**src/sv/lfu_pkg.sv**
```systemverilog
// Shared constants, types and scan carrier for the LFU cache.
`default_nettype none
package lfu_pkg;

	localparam int ENTRIES    = 16;
	localparam int VALUE_BITS = 32;

	localparam int KEY_W   = 32;
	localparam int DATA_W  = 32;
	localparam int USES_W  = 32;
	localparam int STAMP_W = 48;
	localparam int CAP_W   = 5;
	localparam int IDX_W   = (ENTRIES > 1) ? $clog2(ENTRIES) : 1;
	localparam int CNT_W   = $clog2(ENTRIES + 1);

	localparam logic [CAP_W-1:0] CAP_RESET = CAP_W'(16);
	localparam logic             FUNC_GET  = 1'b0;
	localparam logic             FUNC_PUT  = 1'b1;

	// Running result of the scan, handed from cell to cell.
	typedef struct packed {
		logic                  match;
		logic [IDX_W-1:0]      match_idx;
		logic [VALUE_BITS-1:0] match_val;
		logic                  best_vld;
		logic [IDX_W-1:0]      best_idx;
		logic [KEY_W-1:0]      best_key;
		logic [USES_W-1:0]     best_uses;
		logic [STAMP_W-1:0]    best_stamp;
		logic                  free_vld;
		logic [IDX_W-1:0]      free_idx;
	} scan_t;

	// Write command broadcast to all cells during the update cycle.
	typedef struct packed {
		logic                  wr;
		logic                  fresh;
		logic                  put;
		logic [IDX_W-1:0]      idx;
		logic [KEY_W-1:0]      key;
		logic [VALUE_BITS-1:0] value;
		logic [STAMP_W-1:0]    stamp;
	} cmd_t;

endpackage
`default_nettype wire

```
**src/sv/lfu_cell.sv**
```systemverilog
// One cache entry with its stage of the match and victim scan chain.
`default_nettype none
module lfu_cell import lfu_pkg::*; (
	input  logic             clk,
	input  logic             arst_n,
	input  logic [IDX_W-1:0] cell_idx,
	input  logic [KEY_W-1:0] probe_key,
	input  cmd_t             cmd,
	input  scan_t            scan_in,
	output scan_t            scan_out
);

	logic                  valid_q;
	logic [KEY_W-1:0]      key_q;
	logic [VALUE_BITS-1:0] value_q;
	logic [USES_W-1:0]     uses_q;
	logic [STAMP_W-1:0]    stamp_q;
	scan_t                 scan_q;
	scan_t                 scan_d;
	logic                  sel;

	assign sel = cmd.wr && (cmd.idx == cell_idx);

	// Fold this entry into the running match, victim and free-slot search.
	always_comb begin
		scan_d = scan_in;
		if (!scan_in.match && valid_q && key_q == probe_key) begin
			scan_d.match     = 1'b1;
			scan_d.match_idx = cell_idx;
			scan_d.match_val = value_q;
		end
		if (valid_q && (!scan_in.best_vld || uses_q < scan_in.best_uses ||
				(uses_q == scan_in.best_uses && stamp_q < scan_in.best_stamp))) begin
			scan_d.best_vld   = 1'b1;
			scan_d.best_idx   = cell_idx;
			scan_d.best_key   = key_q;
			scan_d.best_uses  = uses_q;
			scan_d.best_stamp = stamp_q;
		end
		if (!scan_in.free_vld && !valid_q) begin
			scan_d.free_vld = 1'b1;
			scan_d.free_idx = cell_idx;
		end
	end

	always_ff @(posedge clk or negedge arst_n) begin
		if (!arst_n) begin
			valid_q <= 1'b0;
		end else if (sel && cmd.fresh) begin
			valid_q <= 1'b1;
		end
	end

	always_ff @(posedge clk) begin
		scan_q <= scan_d;
		if (sel) begin
			stamp_q <= cmd.stamp;
			if (cmd.put) begin
				value_q <= cmd.value;
			end
			if (cmd.fresh) begin
				key_q  <= cmd.key;
				uses_q <= USES_W'(1);
			end else if (uses_q != '1) begin
				uses_q <= uses_q + USES_W'(1);
			end
		end
	end

	assign scan_out = scan_q;

endmodule
`default_nettype wire
```
**config.mk**
```make
export PLATFORM = sky130hd
export DESIGN_NAME = lfu_cell
export DESIGN_NICKNAME = d
export VERILOG_FILES = /design/src/sv/lfu_pkg.sv /design/src/sv/lfu_cell.sv
export SDC_FILE = /design/constraint.sdc
export NUM_CORES = 1
export LEC_CHECK = 0
export BUFFER_PORTS_ARGS = -buffer_cell sky130_fd_sc_hd__buf_2
export CORE_AREA = 2 2 182 184
export CTS_CLUSTER_SIZE = 24
export DETAILED_ROUTE_END_ITERATION = 10
export DIE_AREA = 0 0 184 186
export PLACE_DENSITY = 0.76
export SLEW_MARGIN = 20
export SYNTH_ARGS = -nofsm -noshare
export SYNTH_HDL_FRONTEND = slang
export SYNTH_SLANG_ARGS = --single-unit
```
**constraint.sdc**
```tcl
create_clock -name clk -period 2.6 [get_ports clk]
set_input_delay 0.26 -clock clk [delete_from_list [all_inputs] [get_ports clk]]
set_output_delay 0.26 -clock clk [all_outputs]
set_load 0.01 [all_outputs]
```
## Word-level counts from Yosys, hierarchy flattened

Cells that the tools add are included.

- Register bits: 304
- Bits of input ports: 316
- Output and inout port bits: 159
- Logic and storage cells: 43

- Add/subtract/negate cells: 1
- Order comparisons: 2
- Equal/unequal tests: 4
- Muxes and demuxes: 4
- Reduce and logical (&&, ||, !) cells: 17

Operators with widths:

| operator | number |
|---|---|
| $mux W116 | 1 |
| $eq A32 B32 Y1 | 2 |
| $lt A48 B48 Y1 | 1 |
| $mux W36 | 1 |
| $add A32 B1 Y32 const B | 1 |
| $lt A32 B32 Y1 | 1 |
| $mux W32 | 1 |
| $ne A32 B32 Y1 const B | 1 |
| $logic_and A1 B1 Y1 | 7 |
| $reduce_and A2 Y1 | 3 |
| $eq A4 B4 Y1 | 1 |
| $logic_not A1 Y1 | 4 |
| $mux W4 | 1 |
| $logic_or A1 B1 Y1 | 2 |
| $reduce_bool A2 Y1 | 1 |

## Longest topological paths before layout

- Depth after elaboration: 5
- Gate-level depth with buffers: 11

## Worst setup path after synthesis

OpenSTA, ideal clock, no wires.

- Kind: input to register
- From: input port cell_idx[0]
- To: register uses_q[0], enable pin
- Library setup time: 395 ps
- Arrival time: 7197 ps
- Data required time: 2205 ps
- Path slack: -4992 ps
- Stages on the path: 4
- Cell sequence: inv_1 -> a222oi_1 -> nor4b_1 -> o41a_1

- Cells in the longest elaborated chain, start to end: 3

Ends and longest elaborated chain:

| what | RTL line | text |
|---|---|---|
| start, declared | lfu_cell.sv:6 | `input logic [IDX_W-1:0] cell_idx,` |
| $eq A4 B4 Y1 | lfu_cell.sv:22 | `assign sel = cmd.wr && (cmd.idx == cell_idx);` |
| $logic_and A1 B1 Y1 | lfu_cell.sv:22 |  |
| named net sel | lfu_cell.sv:20 | `logic sel;` |
| $reduce_and A2 Y1 (no line) | - |  |
| end signal, assigned | lfu_cell.sv:65 | `uses_q <= uses_q + USES_W'(1);` |
| end, declared | lfu_cell.sv:16 | `logic [USES_W-1:0] uses_q;` |

The timed path passes the listed nets, and every way through them passes these cells.
A chain may end at the register's enable or synchronous reset.

==> impl_metrics.tcl <==
set metrics [dict create \
    ant_nets 0 \
    drtIter0Drc 630 \
    synth_flop_cell "dfxtp_1" \
    grt_max_degree 35 \
    crit_type "flip-flop to flip-flop" \
    start_util 0.3955 \
    ys_seq_area_frac 0.5914 \
    synthTopCellsByArea "edfxtp_1 34%, dfxtp_1 25%, mux2_2 10%" \
    ys_top_cells_by_count "159 x dfxtp_1, 144 x edfxtp_1, 114 x mux2_2" \
    finClkSkew_ns 0.03082 \
    io_pins 475 \
    n_fill_cell 2357 \
    drv_cap 0 \
    rr_worst_depth 10 \
    holdPathStages 2 \
    power_density_nw_per_um2 666.5 \
    hold_class "input port to flip-flop" \
    ys_seq_elements 304 \
    wl_per_cell_um 19.66 \
    hold_violations 0 \
    post-place-ws_ns -0.3797 \
    worst_setup_path_end_kind "flip-flop" \
    place_congestion 0.8884 \
    critPathRequiredTime_ns 2.99 \
    worst_r2r_endpoint "scan_out[118]" \
    grt_usage 0.2403 \
    violations "setup timing" \
    numCtsBuffers 35 \
    holdPathEnd "scan_out[33]" \
    synth.cell_area_um2 12740 \
    numClockSinks 304 \
    floorplan.rows 66 \
    h-tree-depth 2 \
    syn_nets 1339 \
    grt_pass1_vias 11590 \
    max_freq_mhz 345.9 \
    yosysMostFrequentCell "dfxtp_1" \
    fin_crit_ns 2.891 \
    crit_chain "ha_1 > nand4_1 > and4bb_2 > o211ai_1 > or4_4 > o31ai_4 > a21oi_4 > buf_12 > clkbuf_16 > mux2_4" \
    dieArea_um2 34220 \
    dp_hpwl_um 28610 \
    drtPass1Iterations 5 \
    insertion_delay_ns 0.52 \
    cts_buffer_depth 3 \
    synthCells 943 \
    vias 10810 \
    status "finished with violations" \
    maxSlewHeadroom 0.5256 \
    die_y_um 186 \
    async_reset_ff_frac 0.003289 \
    cp_top_family "simple AND/OR/NAND/NOR gates" \
    arrival_ns 3.28 \
    syn_to_final_growth_pct 56.59 \
    antenna_found_initial 5 \
    min-delay-start "scan_in[33]" \
    grt_pass1_wl_um 62580 \
    slowest_stage "or4_4" \
    startpoint_type "flip-flop" \
    cts_tree "yes" \
    cts-root-buf "clkbuf_16" \
    drc 0 \
    avgSynthCellArea_um2 13.51 \
    ir_drop_mv 0.5085 \
    critical-path-max-stage-delay_ns 0.48 \
    critPathBufInv 2 \
    clk_pin_slew_ns 0.06 \
    grt.overflow.total 0 \
    die_w_um 184 \
    place.port_buffers 474 \
    core_um2 32210 \
    timing.final.crit_share 1.112 \
    power.total_mw 13.29 \
    vias_per_cell 4.919 \
    synth.distinct_cells 49 \
    total_leakage_power_nw 9.047 \
    worst_slack_ns -0.2914 \
    setup_violations 116 \
    finalWirelength_um 43220 \
    final.setup.tns_ns -28.83 \
    critPathMaxFanout 9 \
    rsz0062_at_grt "yes" \
    rrSetupSlack_ns -0.29 \
    synth-edff-count 144 \
    yosysTopAreaCellShare 0.3395 \
    synth_top_cell_by_area "edfxtp_1" \
    timing.rr.start "uses_q[29]" \
    nNetsFinal 2155 \
    tightestPinTransition_ns 0.7090 \
    ys_warn_count 0 \
    drive_above_1_share 0.4418 \
    slew_violations 0 \
]
## power breakdown
group / internal (mW) / total [mW] / switching, mW
Clock: 2.96 / 4.96 / 2.01
Sequential: 5.44 / 5.58 / 0.140
Combinational: 1.52 / 2.75 / 1.23
## cells by family after synthesis
kind of cell	Yosys count	share of synthesized area
xor gates and xnor gates	54	0.03714
and+or+nand+nor	150	0.06376
DFF	304	0.5914
buffers and inverters	111	0.03664
muxes	156	0.1489
AOI/OAI and AO/OA	88	0.04352
adders and majority gates	80	0.07859
## routing by layer
| layer | global-route usage | vias up | part of all wire |
|---|---|---|---|
| met1 | 0.2610 | 5127 | 0.37 |
| li1 | - | 5027 | - |
| met3 | 0.04931 | 148 | 0.059 |
| met4 | 0.1520 | 2 | 0.064 |
| met2 | 0.4288 | 509 | 0.50 |
| met5 | 0 | - | 0.00030 |
## worst reg2reg max path, cell delays in order (launching register included)
cell       delay [ns]
edfxtp_1         0.41
ha_1             0.33
nand4_1          0.18
and4bb_2         0.40
o211ai_1         0.13
or4_4            0.48
o31ai_4          0.12
a21oi_4          0.09
buf_12           0.17
clkbuf_16        0.19
mux2_4           0.30
## worst max-delay path by stage
stage / from / to / slack (ns) / cells past startpoint
detailed placement: uses_q[30] / scan_out[116] / -0.38 / 10
finish: uses_q[29] / scan_out[118] / -0.29 / 10
global route: uses_q[29] / scan_out[118] / -0.38 / 10
floorplan: cmd[112] / uses_q[0] / -0.80 / 3
CTS: uses_q[29] / scan_out[116] / -0.27 / 10
global placement: uses_q[31] / scan_out[107] / -0.35 / 10
## area by class of cell
type                    instances  area (um2)  share of cell area
diodes                          4       10.01           0.0005019
multi-input cells             528        4797              0.2405
clock inverters                12       135.1            0.006776
inverters                      90       337.8             0.01694
well taps                     408       510.5             0.02560
clock buffers                  52        1022             0.05126
flip-flops and latches        304        7532              0.3777
repair buffers                800        5598              0.2807
## layout by cell type (no fill, tap or decap), types with 3 or more instances in the layout
cell type      synthesis  routed
a21o_1                10      10
a21oi_1               37      37
a221oi_1               4       4
and2_1                 5       3
and3_1                 7       7
and4_1                 8       8
buf_12                 0      11
buf_2                 10     474
buf_4                  0      78
clkbuf_1               6      11
clkbuf_16              0      39
clkbuf_8               0       4
clkinv_2               0       4
dfxtp_1              159     159
diode_2                0       4
dlygate4sd3_1          0     234
edfxtp_1             144     144
ha_1                  80      79
inv_1                 90      89
inv_6                  0       3
mux2_2               114     114
mux2_4                38      38
nand2_1               33      33
nand2b_1               3       3
nand3_1               16      16
nand4_1               24      24
nor2_1                28      28
o21a_1                 3       3
o21ai_0               18      18
or2_2                  3       3
or3_1                 10      10
xnor2_1               34      34
xor2_1                20      20
## what timing repair did
item / CTS / global route
hold buffers: 233 / 1
setup buffers: 2 / 3
resized for setup: 6 / 9
pin swaps: 1 / 0
hold endpoints to repair: 233 / 1
endpoints found under the setup margin: 116 / 144
gates cloned: 1 / 2
## stage by stage
stage | cells | instance area [um2] | utilization | hold slack [ns]
global placement | 1890 | 16290 | 0.5059 | 0.05410
detailed placement | 1890 | 16290 | 0.5059 | 0.05541
floorplan | 943 | 12750 | - | -0.03559
global route | 2198 | 19940 | 0.6192 | 0.003184
finish | 2198 | 19940 | 0.6192 | 0.01725
CTS | 2190 | 19850 | 0.6165 | 0.001555
## sequential cells by signal, indices dropped and copies added, names as in the netlist
register and count:
value_q 32, scan_out 159, uses_q 32, key_q 32, valid_q 1, stamp_q 48
Note: power is estimated with default switching activity, not from simulation.
